--- config.mk ---
export PLATFORM = sky130hd
export DESIGN_NAME = dxt_block_decoder_top
export DESIGN_NICKNAME = d
export VERILOG_FILES = /design/src/hw/rtl/dxt_pkg.sv /design/src/hw/rtl/dxt_pal.sv /design/src/hw/rtl/dxt_ser.sv /design/src/hw/rtl/dxt_block_decoder_top.sv
export SDC_FILE = /design/constraint.sdc
export NUM_CORES = 2
export LEC_CHECK = 0
export ABC_CLOCK_PERIOD_IN_PS = 69700
export BUFFER_PORTS_ARGS = -buffer_cell sky130_fd_sc_hd__buf_4
export CAP_MARGIN = 20
export CORE_ASPECT_RATIO = 1.4
export CORE_MARGIN = 4
export CORE_UTILIZATION = 45
export CTS_BUF_LIST = sky130_fd_sc_hd__clkbuf_2 sky130_fd_sc_hd__clkbuf_4 sky130_fd_sc_hd__clkbuf_8
export DETAILED_ROUTE_END_ITERATION = 8
export HOLD_SLACK_MARGIN = 0.03
export SYNTH_ARGS = -nofsm -noshare
export SYNTH_HDL_FRONTEND = slang
export SYNTH_HIERARCHICAL = 1
export SYNTH_SLANG_ARGS = --single-unit
--- constraint.sdc ---
create_clock -name i_clk -period 69.7 [get_ports i_clk]
set_input_delay 6.97 -clock i_clk [delete_from_list [all_inputs] [get_ports i_clk]]
set_output_delay 6.97 -clock i_clk [all_outputs]
set_load 0.005 [all_outputs]
--- src/hw/rtl/dxt_pkg.sv ---
`timescale 1ns / 1ps

package dxt_pkg;

    localparam logic [1:0] FMT_DXT1  = 2'd0;
    localparam logic [1:0] FMT_DXT23 = 2'd1;
    localparam logic [1:0] FMT_DXT45 = 2'd2;

    localparam int TDATA_W = 40;

    // x/3, x/7, x/5 by reciprocal multiply; exact over the ranges used here
    localparam logic [9:0]  RECIP3 = 10'd683;   // 2^11 / 3
    localparam logic [11:0] RECIP7 = 12'd2341;  // 2^14 / 7
    localparam logic [11:0] RECIP5 = 12'd3277;  // 2^14 / 5

    typedef struct packed {
        logic [3:0][2:0][7:0] col;   // palette entry, channel 0 red
        logic                 trans3; // entry 3 is transparent black
        logic [7:0][7:0]      apal;
        logic [1:0]           fmt;
        logic [31:0]          cidx;
        logic [63:0]          ablk;
    } t_pal;

    function automatic logic [2:0][7:0] widen565(input logic [15:0] c);
        logic [2:0][7:0] w;
        w[0] = {c[15:11], c[15:13]};
        w[1] = {c[10:5], c[10:9]};
        w[2] = {c[4:0], c[4:2]};
        return w;
    endfunction

    function automatic logic [7:0] div3(input logic [9:0] x);
        logic [19:0] m;
        m = 20'(x) * 20'(RECIP3);
        return m[18:11];
    endfunction

    function automatic logic [7:0] div7(input logic [10:0] x);
        logic [22:0] m;
        m = 23'(x) * 23'(RECIP7);
        return m[21:14];
    endfunction

    function automatic logic [7:0] div5(input logic [10:0] x);
        logic [22:0] m;
        m = 23'(x) * 23'(RECIP5);
        return m[21:14];
    endfunction

endpackage

--- src/hw/rtl/dxt_pal.sv ---
`timescale 1ns / 1ps

module dxt_pal (
    input  logic         i_clk,
    input  logic         i_rst_n,
    input  logic         i_valid,
    output logic         o_ready,
    input  logic [63:0]  i_cblk,
    input  logic [63:0]  i_ablk,
    input  logic [1:0]   i_fmt,
    output logic         o_valid,
    input  logic         i_ready,
    output dxt_pkg::t_pal o_pal
);
    import dxt_pkg::*;

    logic rdy1, rdy2, rdy3;

    // stage 1: block capture
    logic        r_v1;
    logic [63:0] r_c1, r_a1;
    logic [1:0]  r_f1;

    // stage 2: endpoints and weighted sums
    logic                 r_v2;
    logic [1:0][2:0][7:0] r_col2;
    logic [2:0][9:0]      r_s21, r_s12;
    logic [2:0][8:0]      r_sh;
    logic                 r_four2, r_agt2;
    logic [5:0][10:0]     r_as7;
    logic [3:0][10:0]     r_as5;
    logic [1:0][7:0]      r_a01;
    logic [1:0]           r_f2;
    logic [31:0]          r_cidx2;
    logic [63:0]          r_ablk2;

    // stage 3: palettes
    logic r_v3;
    t_pal r_pal3;

    logic [1:0][2:0][7:0] n_col2;
    logic [2:0][9:0]      n_s21, n_s12;
    logic [2:0][8:0]      n_sh;
    logic [5:0][10:0]     n_as7;
    logic [3:0][10:0]     n_as5;
    logic [7:0]           a0, a1;
    t_pal                 n_pal3;

    assign rdy3    = !r_v3 || i_ready;
    assign rdy2    = !r_v2 || rdy3;
    assign rdy1    = !r_v1 || rdy2;
    assign o_ready = rdy1;
    assign o_valid = r_v3;
    assign o_pal   = r_pal3;

    always_ff @(posedge i_clk) begin
        if (!i_rst_n) begin
            r_v1 <= 1'b0;
            r_v2 <= 1'b0;
            r_v3 <= 1'b0;
        end else begin
            if (rdy1) begin
                r_v1 <= i_valid;
            end
            if (rdy2) begin
                r_v2 <= r_v1;
            end
            if (rdy3) begin
                r_v3 <= r_v2;
            end
        end
    end

    always_comb begin
        a0     = r_a1[7:0];
        a1     = r_a1[15:8];
        n_col2[0] = widen565(r_c1[15:0]);
        n_col2[1] = widen565(r_c1[31:16]);
        for (int c = 0; c < 3; c++) begin
            n_s21[c] = {1'b0, n_col2[0][c], 1'b0} + 10'(n_col2[1][c]);
            n_s12[c] = 10'(n_col2[0][c]) + {1'b0, n_col2[1][c], 1'b0};
            n_sh[c]  = 9'(n_col2[0][c]) + 9'(n_col2[1][c]);
        end
        for (int k = 0; k < 6; k++) begin
            n_as7[k] = 11'(a0) * 11'(6 - k) + 11'(a1) * 11'(1 + k);
        end
        for (int k = 0; k < 4; k++) begin
            n_as5[k] = 11'(a0) * 11'(4 - k) + 11'(a1) * 11'(1 + k);
        end
    end

    always_ff @(posedge i_clk) begin
        if (rdy1 && i_valid) begin
            r_c1 <= i_cblk;
            r_a1 <= i_ablk;
            r_f1 <= i_fmt;
        end
        if (rdy2 && r_v1) begin
            r_col2  <= n_col2;
            r_s21   <= n_s21;
            r_s12   <= n_s12;
            r_sh    <= n_sh;
            r_four2 <= (r_f1 != FMT_DXT1) || (r_c1[15:0] > r_c1[31:16]);
            r_agt2  <= a0 > a1;
            r_as7   <= n_as7;
            r_as5   <= n_as5;
            r_a01   <= {a1, a0};
            r_f2    <= r_f1;
            r_cidx2 <= r_c1[63:32];
            r_ablk2 <= r_a1;
        end
        if (rdy3 && r_v2) begin
            r_pal3 <= n_pal3;
        end
    end

    always_comb begin
        n_pal3        = '0;
        n_pal3.col[0] = r_col2[0];
        n_pal3.col[1] = r_col2[1];
        n_pal3.trans3 = !r_four2;
        n_pal3.fmt    = r_f2;
        n_pal3.cidx   = r_cidx2;
        n_pal3.ablk   = r_ablk2;
        for (int c = 0; c < 3; c++) begin
            if (r_four2) begin
                n_pal3.col[2][c] = div3(r_s21[c]);
                n_pal3.col[3][c] = div3(r_s12[c]);
            end else begin
                n_pal3.col[2][c] = r_sh[c][8:1];
                n_pal3.col[3][c] = 8'd0;
            end
        end
        n_pal3.apal[0] = r_a01[0];
        n_pal3.apal[1] = r_a01[1];
        if (r_agt2) begin
            for (int k = 0; k < 6; k++) begin
                n_pal3.apal[2 + k] = div7(r_as7[k]);
            end
        end else begin
            for (int k = 0; k < 4; k++) begin
                n_pal3.apal[2 + k] = div5(r_as5[k]);
            end
            n_pal3.apal[6] = 8'd0;
            n_pal3.apal[7] = 8'd255;
        end
    end

endmodule

--- src/hw/rtl/dxt_ser.sv ---
`timescale 1ns / 1ps

module dxt_ser (
    input  logic                         i_clk,
    input  logic                         i_rst_n,
    input  logic                         i_valid,
    output logic                         o_ready,
    input  dxt_pkg::t_pal                i_pal,
    output logic                         o_valid,
    input  logic                         i_ready,
    output logic [dxt_pkg::TDATA_W-1:0]  o_tdata,
    output logic                         o_tlast
);
    import dxt_pkg::*;

    logic               r_busy;
    logic [3:0]         r_cnt;
    t_pal               r_pal;
    logic               r_ov;
    logic [TDATA_W-1:0] r_tdata;
    logic               r_tlast;

    logic               adv, done;
    logic [1:0]         ci;
    logic [2:0]         ai;
    logic [3:0]         nib;
    logic [5:0]         abit;
    logic [7:0]         alpha;
    logic [2:0][7:0]    rgb;

    assign adv     = r_busy && (!r_ov || i_ready);
    assign done    = adv && (r_cnt == 4'd15);
    assign o_ready = !r_busy || done;
    assign o_valid = r_ov;
    assign o_tdata = r_tdata;
    assign o_tlast = r_tlast;

    always_comb begin
        abit = 6'd16 + {1'b0, r_cnt, 1'b0} + 6'(r_cnt);
        ci   = r_pal.cidx[{r_cnt, 1'b0} +: 2];
        ai   = r_pal.ablk[abit +: 3];
        nib  = r_pal.ablk[{r_cnt, 2'b00} +: 4];
        rgb  = r_pal.col[ci];
        unique case (r_pal.fmt)
            FMT_DXT1:  alpha = (ci == 2'd3 && r_pal.trans3) ? 8'd0 : 8'd255;
            FMT_DXT23: alpha = {nib, nib};
            default:   alpha = r_pal.apal[ai];
        endcase
    end

    always_ff @(posedge i_clk) begin
        if (!i_rst_n) begin
            r_busy <= 1'b0;
            r_cnt  <= 4'd0;
            r_ov   <= 1'b0;
        end else begin
            if (o_ready && i_valid) begin
                r_busy <= 1'b1;
                r_cnt  <= 4'd0;
            end else if (adv) begin
                r_busy <= !done;
                r_cnt  <= r_cnt + 4'd1;
            end
            if (adv) begin
                r_ov <= 1'b1;
            end else if (i_ready) begin
                r_ov <= 1'b0;
            end
        end
    end

    always_ff @(posedge i_clk) begin
        if (o_ready && i_valid) begin
            r_pal <= i_pal;
        end
        if (adv) begin
            r_tdata <= {4'd0, r_cnt, alpha, rgb[2], rgb[1], rgb[0]};
            r_tlast <= (r_cnt == 4'd15);
        end
    end

endmodule

--- src/hw/rtl/dxt_block_decoder_top.sv ---
`timescale 1ns / 1ps

// Compressed 4x4 texture block decoder (DXT1, DXT2/3, DXT4/5). One block beat
// in gives sixteen texel beats out in raster order, RGBA 8 bits each, tlast on
// the sixteenth. The texel serializer emits one texel per cycle while the output
// is not stalled, so under steady flow a new block is taken as the last texel of
// the previous one is emitted; the first texel beat follows three palette stages,
// serializer load, output register. The format register is written with i_cfg_we;
// the user must write it only while the block is idle; the block does not enforce it.

module dxt_block_decoder_top (
    input  logic                         i_clk,
    input  logic                         i_rst_n,
    input  logic                         i_cfg_we,
    input  logic [1:0]                   i_cfg_wdata,   // block_format
    input  logic                         s_axis_tvalid,
    output logic                         s_axis_tready,
    input  logic [127:0]                 s_axis_tdata,  // colour_block, alpha_block
    output logic                         m_axis_tvalid,
    input  logic                         m_axis_tready,
    // red, green, blue, alpha, texel_position, 4'b0
    output logic [dxt_pkg::TDATA_W-1:0]  m_axis_tdata,
    output logic                         m_axis_tlast   // last_texel
);
    import dxt_pkg::*;

    logic [1:0] r_fmt;
    logic       pal_valid, ser_ready;
    t_pal       pal;

    always_ff @(posedge i_clk) begin
        if (!i_rst_n) begin
            r_fmt <= FMT_DXT1;
        end else if (i_cfg_we) begin
            r_fmt <= i_cfg_wdata;
        end
    end

    dxt_pal u_pal (
        .i_clk   (i_clk),
        .i_rst_n (i_rst_n),
        .i_valid (s_axis_tvalid),
        .o_ready (s_axis_tready),
        .i_cblk  (s_axis_tdata[63:0]),
        .i_ablk  (s_axis_tdata[127:64]),
        .i_fmt   (r_fmt),
        .o_valid (pal_valid),
        .i_ready (ser_ready),
        .o_pal   (pal)
    );

    dxt_ser u_ser (
        .i_clk   (i_clk),
        .i_rst_n (i_rst_n),
        .i_valid (pal_valid),
        .o_ready (ser_ready),
        .i_pal   (pal),
        .o_valid (m_axis_tvalid),
        .i_ready (m_axis_tready),
        .o_tdata (m_axis_tdata),
        .o_tlast (m_axis_tlast)
    );

    a_last_pos: assert property (@(posedge i_clk) disable iff (!i_rst_n)
        m_axis_tvalid |-> (m_axis_tlast == (m_axis_tdata[35:32] == 4'd15)))
        else $error("tlast does not match texel position");

    a_pos_seq: assert property (@(posedge i_clk) disable iff (!i_rst_n)
        (m_axis_tvalid && m_axis_tready && !m_axis_tlast) |=>
        (m_axis_tvalid && m_axis_tdata[35:32] == $past(m_axis_tdata[35:32]) + 4'd1))
        else $error("texel beats not contiguous within a block");

endmodule
# Word-level counts from Yosys, hierarchy flattened
# Cells that the tools add are included.
dict set report word_totals {
  register_bits 1057
  output_inout_bits 43
  wordCells 186
}
dict set report op_classes {
  n_reduce_logical 25
  multipliers 22
  shifts 3
  n_lt_le_gt_ge 4
  n_eq_ne 3
  n_mux 14
  bitwise 1
  add_sub_neg 22
}
# op count
set ops {}
lappend ops {{$mul A11 B12 Y22 const B} 10}
lappend ops {{$mul A10 B10 Y19 const B} 6}
lappend ops {{$shiftx A64 B7 Y3} 1}
lappend ops {{$shiftx A64 B7 Y4} 1}
lappend ops {{$bmux W24 S2} 1}
lappend ops {{$mul A8 B2 Y10 const B} 4}
lappend ops {{$mux W8} 5}
lappend ops {{$mux W32} 1}
lappend ops {{$shiftx A32 B6 Y2} 1}
lappend ops {{$add A8 B9 Y10} 3}
lappend ops {{$add A9 B8 Y10} 3}
lappend ops {{$add A8 B8 Y9} 3}
lappend ops {{$bmux W8 S3} 1}
lappend ops {{$mux W24} 1}
lappend ops {{$add A10 B10 Y11} 2}
lappend ops {{$mul A8 B3 Y11 const B} 2}
lappend ops {{$gt A16 B16 Y1} 1}
lappend ops {{$pmux W8 S2} 1}
lappend ops {{$add A10 B8 Y11} 1}
lappend ops {{$add A10 B9 Y11} 1}
lappend ops {{$add A11 B8 Y11} 1}
lappend ops {{$add A11 B9 Y11} 1}
lappend ops {{$add A8 B10 Y11} 1}
lappend ops {{$add A8 B11 Y11} 1}
lappend ops {{19 further kinds} 41}

# Longest topological paths before layout
dict set report depth {
  ltp_word 9
  mapped_depth 21
}

# Modules after synthesis
# Netlist, hierarchy kept.
# module n_inst area_per_inst_um2 cells_each seq_area_each_um2
set by_module_without_submodules {}
lappend by_module_without_submodules {dxt_pal 1 53879.2 4451 19969.2}
lappend by_module_without_submodules {dxt_ser 1 12936.2 623 9008.6}
lappend by_module_without_submodules {dxt_block_decoder_top 1 72.6 6 40.0}

# Least setup slack after synthesis
# No wires, ideal clock.
dict set report synth_path {
  path_type {input-to-reg}
  start {input port m_axis_tready}
  end {register u_pal.r_a01, in the netlist u_pal/n_pal3[100], enable pin}
  slack_ns 38.871
  t_arrival_ns 29.389
  path_stages 4
  setup_ns 1.441
  path_buffers 0
  required_time_ns 68.259
  cell_sequence {nor2b_1 -> o21ai_0 -> nor2b_1 -> a21boi_0}
}
dict set report synth_via {
  elab_chain_len 7
}
# element line
set synth_rtl {}
lappend synth_rtl {{start, declared} dxt_block_decoder_top.sv:20} ;# input logic m_axis_tready,
lappend synth_rtl {{$logic_or A1 B1 Y1} dxt_ser.sv:31} ;# assign adv = r_busy && (!r_ov || i_ready);
lappend synth_rtl {{$logic_and A1 B1 Y1} dxt_ser.sv:31}
lappend synth_rtl {{$logic_and A1 B1 Y1} dxt_ser.sv:32} ;# assign done = adv && (r_cnt == 4'd15);
lappend synth_rtl {{$logic_or A1 B1 Y1} dxt_ser.sv:33} ;# assign o_ready = !r_busy || done;
lappend synth_rtl {{named net ser_ready} dxt_block_decoder_top.sv:28} ;# logic pal_valid, ser_ready;
lappend synth_rtl {{$logic_or A1 B1 Y1} dxt_pal.sv:49} ;# assign rdy3 = !r_v3 || i_ready;
lappend synth_rtl {{$logic_or A1 B1 Y1} dxt_pal.sv:50} ;# assign rdy2 = !r_v2 || rdy3;
lappend synth_rtl {{$logic_and A1 B1 Y1} dxt_pal.sv:98} ;# if (rdy2 && r_v1) begin
lappend synth_rtl {{end signal, assigned} dxt_pal.sv:107} ;# r_a01 <= {a1, a0};
lappend synth_rtl {{end, declared} dxt_pal.sv:32} ;# logic [1:0][7:0] r_a01;
# The timed path passes the listed nets, and every way through them passes these cells.
# A chain may end at the register's enable or synchronous reset.

# Worst setup path after layout
dict set report layout_path {
  start {input port m_axis_tready}
  end {output port s_axis_tready}
}
dict set report layout_via {
  elab_chain_len 7
}
# element line
set layout_rtl {}
lappend layout_rtl {{$logic_or A1 B1 Y1} dxt_ser.sv:31}
lappend layout_rtl {{$logic_and A1 B1 Y1} dxt_ser.sv:31}
lappend layout_rtl {{$logic_and A1 B1 Y1} dxt_ser.sv:32}
lappend layout_rtl {{$logic_or A1 B1 Y1} dxt_ser.sv:33}
lappend layout_rtl {{named net ser_ready} dxt_block_decoder_top.sv:28}
lappend layout_rtl {{$logic_or A1 B1 Y1} dxt_pal.sv:49}
lappend layout_rtl {{$logic_or A1 B1 Y1} dxt_pal.sv:50}
lappend layout_rtl {{$logic_or A1 B1 Y1} dxt_pal.sv:51} ;# assign rdy1 = !r_v1 || rdy2;
lappend layout_rtl {{end, declared} dxt_block_decoder_top.sv:17} ;# output logic s_axis_tready,
# The timed path passes the listed nets, and every way through them passes these cells.

==> flow_summary.json <==
{
  "status": "completed",
  "cp_num_buf_inv": 2,
  "htreeDepth": 4,
  "crit_path_cell_trace": "buf_4 > nor2b_1 > o21ai_0 > nor2b_1 > nand3_1 > buf_4",
  "netlist_area_um2": 66900,
  "rr_endpoint": "u_pal/o_pal[121]",
  "fmax_mhz": 64.3,
  "multi_input_area_um2": 33700,
  "first_pass_iters": 7,
  "cp.depth": 6,
  "post_drt_wl_per_cell_um": 19.0,
  "cp_slowest_stage_delay_ns": 0.61,
  "cts_tree": "built",
  "ys.flop_type": "edfxtp_1",
  "core_area_um2": 148000,
  "cp_top_family": "simple AND/OR/NAND/NOR gates",
  "dieArea_um2": 155000,
  "hold_buffers": 0,
  "grt_pass1_vias": 41267,
  "die_height_um": 464,
  "slew_viol_final": 0,
  "rows": 167,
  "criticalPathCategory": "input port to primary output",
  "register_area_um2": 29000,
  "avgSynthCellArea_um2": 13.2,
  "numCtsBuffers": 158,
  "first_iter_violations": 1644,
  "synth_warnings": 6,
  "yosysUniqueCellTypes": 99,
  "drc": 0,
  "syn_inst": 5080,
  "post-route-min-period_ns": 15.55,
  "cts_setup_buffers": 0,
  "gp_congestion": 0.855,
  "dp_cells": 7152,
  "antenna_left": 0,
  "ir_worst_vdd_v": 0.0000249,
  "critPathLaunch": "m_axis_tready",
  "insertion_delay_ns": 0.93,
  "clockBufferDepth": 3,
  "p_per_area_nw_per_um2": 35.3,
  "cts_sinks": 970,
  "drive_above_1_share_pct": 11.6,
  "grt_pass1_wl_mm": 224,
  "grt_max_degree": 163,
  "ys_ff_latch": 970,
  "place_area_um2": 70400,
  "clk_pin_slew_ns": 0.08,
  "crit_end": "s_axis_tready",
  "worst_pin_slew_ns": 1.06,
  "fillerInstances": 12886,
  "finalCritPeriodShare_pct": 22.3,
  "io_pins": 178,
  "vias": 37992,
  "finalClockSkew_ns": 0.0584,
  "crit_fanout": 6,
  "cts_resized": 0,
  "grt_util_all_layers_pct": 18.8,
  "area_growth_pct": 10.4,
  "final-instance-count-excl-fill": 7443,
  "finalSetupTns_ns": 0,
  "rrSetupSlack_ns": 63.98,
  "power_uw": 2600,
  "drt-total-wl_mm": 141,
  "ff2ff_path_depth": 19,
  "p_leak_uw": 0.0333,
  "initial_core_util_pct": 45.2,
  "r2r-start": "u_pal/r_as5[2]",
  "antenna_found_initial": 4,
  "synthArstFlopShare_pct": 0,
  "io_buffers": 173,
  "cts_root_buf": "clkbuf_8",
  "synth_edf_count": 959,
  "die_w_um": 334,
  "cp_slowest_cell": "nor2b_1",
  "setup_viol": 0,
  "hpwl_mm": 110,
  "overflow": 0,
  "design_area_um2": 73800,
  "nNetsFinal": 7031,
  "drv_cap": 0,
  "finalHoldWorstSlack_ns": 0.393,
  "hold_path_class": "flop to flop",
  "via_per_inst": 5.10,
  "maxSlewHeadroom_pct": 29.2,
  "seq_area_frac_synth_pct": 43.4,
  "rsz0062_at_grt": "no",
  "start_kind": "input port",
  "critPathRequiredTime_ns": 62.73,
  "end_kind": "primary output",
  "hold_viol": 0,
  "cp_data_arrival_time_ns": 8.58
}
==> worst reg2reg max path, stage by stage (launching register included) <==
cell and delay (ns):
edfxtp_1 0.50, ha_1 0.38, ha_1 0.33, inv_1 0.07, fa_1 0.53, inv_1 0.06, fa_1 0.56, inv_1 0.06
fa_1 0.50, inv_1 0.04, ha_1 0.20, a2111oi_0 0.34, o21ai_0 0.17, a31oi_1 0.29, o31ai_1 0.16, and4_1 0.23
a2111oi_2 0.52, a21oi_1 0.15, xnor2_1 0.27, mux2i_1 0.11
==> sequential cells by signal (all words and copies together) (netlist names), 24 cells and up <==
signal and cells:
u_pal/r_cidx2 32, u_pal/r_ablk2 50, u_pal/r_as7 60, u_ser/r_pal 259
u_pal/r_as5 40, u_pal/r_s12 27, u_pal/r_c1 64, u_pal/o_pal 227
u_pal/r_a1 64, u_ser/o_tdata 36, u_pal/r_s21 27, u_pal/r_sh 24
u_pal/n_pal3 42
==> per-layer routing <==
layer,up-vias,routed length (µm),global-route usage (%)
met5,-,0,0
met2,681,72600,33.8
li1,18425,-,-
met1,18646,57600,22.6
met4,0,5440,7.55
met3,240,5690,2.78
==> worst min-delay path by stage <==
stage	cells after the start	from	end
CTS	0	u_pal/o_pal[44]	u_ser/r_pal[44]
global route	0	u_pal/o_pal[39]	u_ser/r_pal[39]
detailed placement	0	u_pal/n_pal3[103]	u_pal/o_pal[103]
floorplan	0	u_pal/n_pal3[100]	u_pal/o_pal[100]
finish	0	u_pal/o_pal[87]	u_ser/r_pal[87]
global placement	0	u_pal/n_pal3[190]	u_pal/o_pal[190]
==> final cells by class <==
type / instances / area share, %
timing repair buffer: 214 / 2.22
tap: 1943 / 3.29
multi-input combinational: 3036 / 45.6
antenna: 3 / 0.0102
sequential: 970 / 39.3
inverter: 990 / 5.03
clock inverter: 79 / 1.02
clock buffer: 208 / 3.50
==> per-stage QoR <==
stage,worst slack (ns),util (%)
after floorplan,38.87,-
after global placement,54.12,47.6
after detailed placement,54.13,47.6
after CTS,54.12,49.9
after global routing,53.97,49.9
final,54.15,49.9
==> cell usage after synthesis, types with 7 or more instances <==
master / count / share of area, %
a211o_1: 7 / 0.092
a211oi_1: 17 / 0.19
a21o_1: 72 / 0.81
a21oi_1: 185 / 1.4
a22oi_1: 17 / 0.19
a31o_1: 8 / 0.10
a31oi_1: 18 / 0.17
a41o_1: 9 / 0.13
and2_1: 8 / 0.075
and3_1: 21 / 0.20
and4_1: 7 / 0.092
buf_1: 8 / 0.045
buf_2: 9 / 0.067
buf_4: 42 / 0.47
buf_6: 8 / 0.13
clkbuf_1: 20 / 0.11
dfxtp_1: 11 / 0.33
edfxtp_1: 959 / 43
fa_1: 374 / 11
ha_1: 1152 / 22
inv_1: 988 / 5.5
mux2_2: 22 / 0.37
mux2i_1: 57 / 0.85
mux4_2: 95 / 3.2
nand2_1: 79 / 0.44
nand2b_1: 19 / 0.18
nand3_1: 52 / 0.39
nand4_1: 17 / 0.16
nor2_1: 157 / 0.88
nor2b_1: 32 / 0.30
nor3_1: 31 / 0.23
o211ai_1: 9 / 0.10
o21a_1: 27 / 0.30
o21ai_0: 78 / 0.58
o21bai_1: 52 / 0.58
o31ai_1: 15 / 0.17
or2_2: 11 / 0.10
or3_1: 10 / 0.094
xnor2_1: 193 / 2.5
xor2_1: 80 / 1.0
==> cells in the final DEF, fill, tap and decap left out, drive strengths merged, types with 10 or more instances in the layout <==
master	n
xnor2	193
mux4	95
nand3	52
a31oi	19
buf	214
a31o	12
a22oi	17
or3	10
or2	12
clkbuf	208
dfxtp	11
nor2	161
o21a	27
inv	1001
nand2b	19
ha	1152
mux2	28
xor2	80
nand2	80
a21o	72
a21oi	186
and3	21
nor2b	32
mux2i	58
o21bai	52
a211oi	18
o31ai	16
fa	374
edfxtp	959
nor3	32
nand4	17
o21ai	82
clkinv	55
==> power breakdown <==
group | switching [µW] | internal [µW] | total [µW]
sequential | 32.1 | 719 | 751
combinational | 738 | 596 | 1330
clock | 239 | 278 | 517
==> cells by family after synthesis <==
group | share of synthesized area (%)
AO/OA/AOI/OAI | 5.78
adder cells (fa/ha/maj) | 32.7
XOR/XNOR | 3.57
multiplexers | 4.57
other | 0.00561
AND/OR/NAND/NOR | 3.56
buffers and inverters | 6.39
flip-flops | 43.4
(Power assumes the default switching activity.)
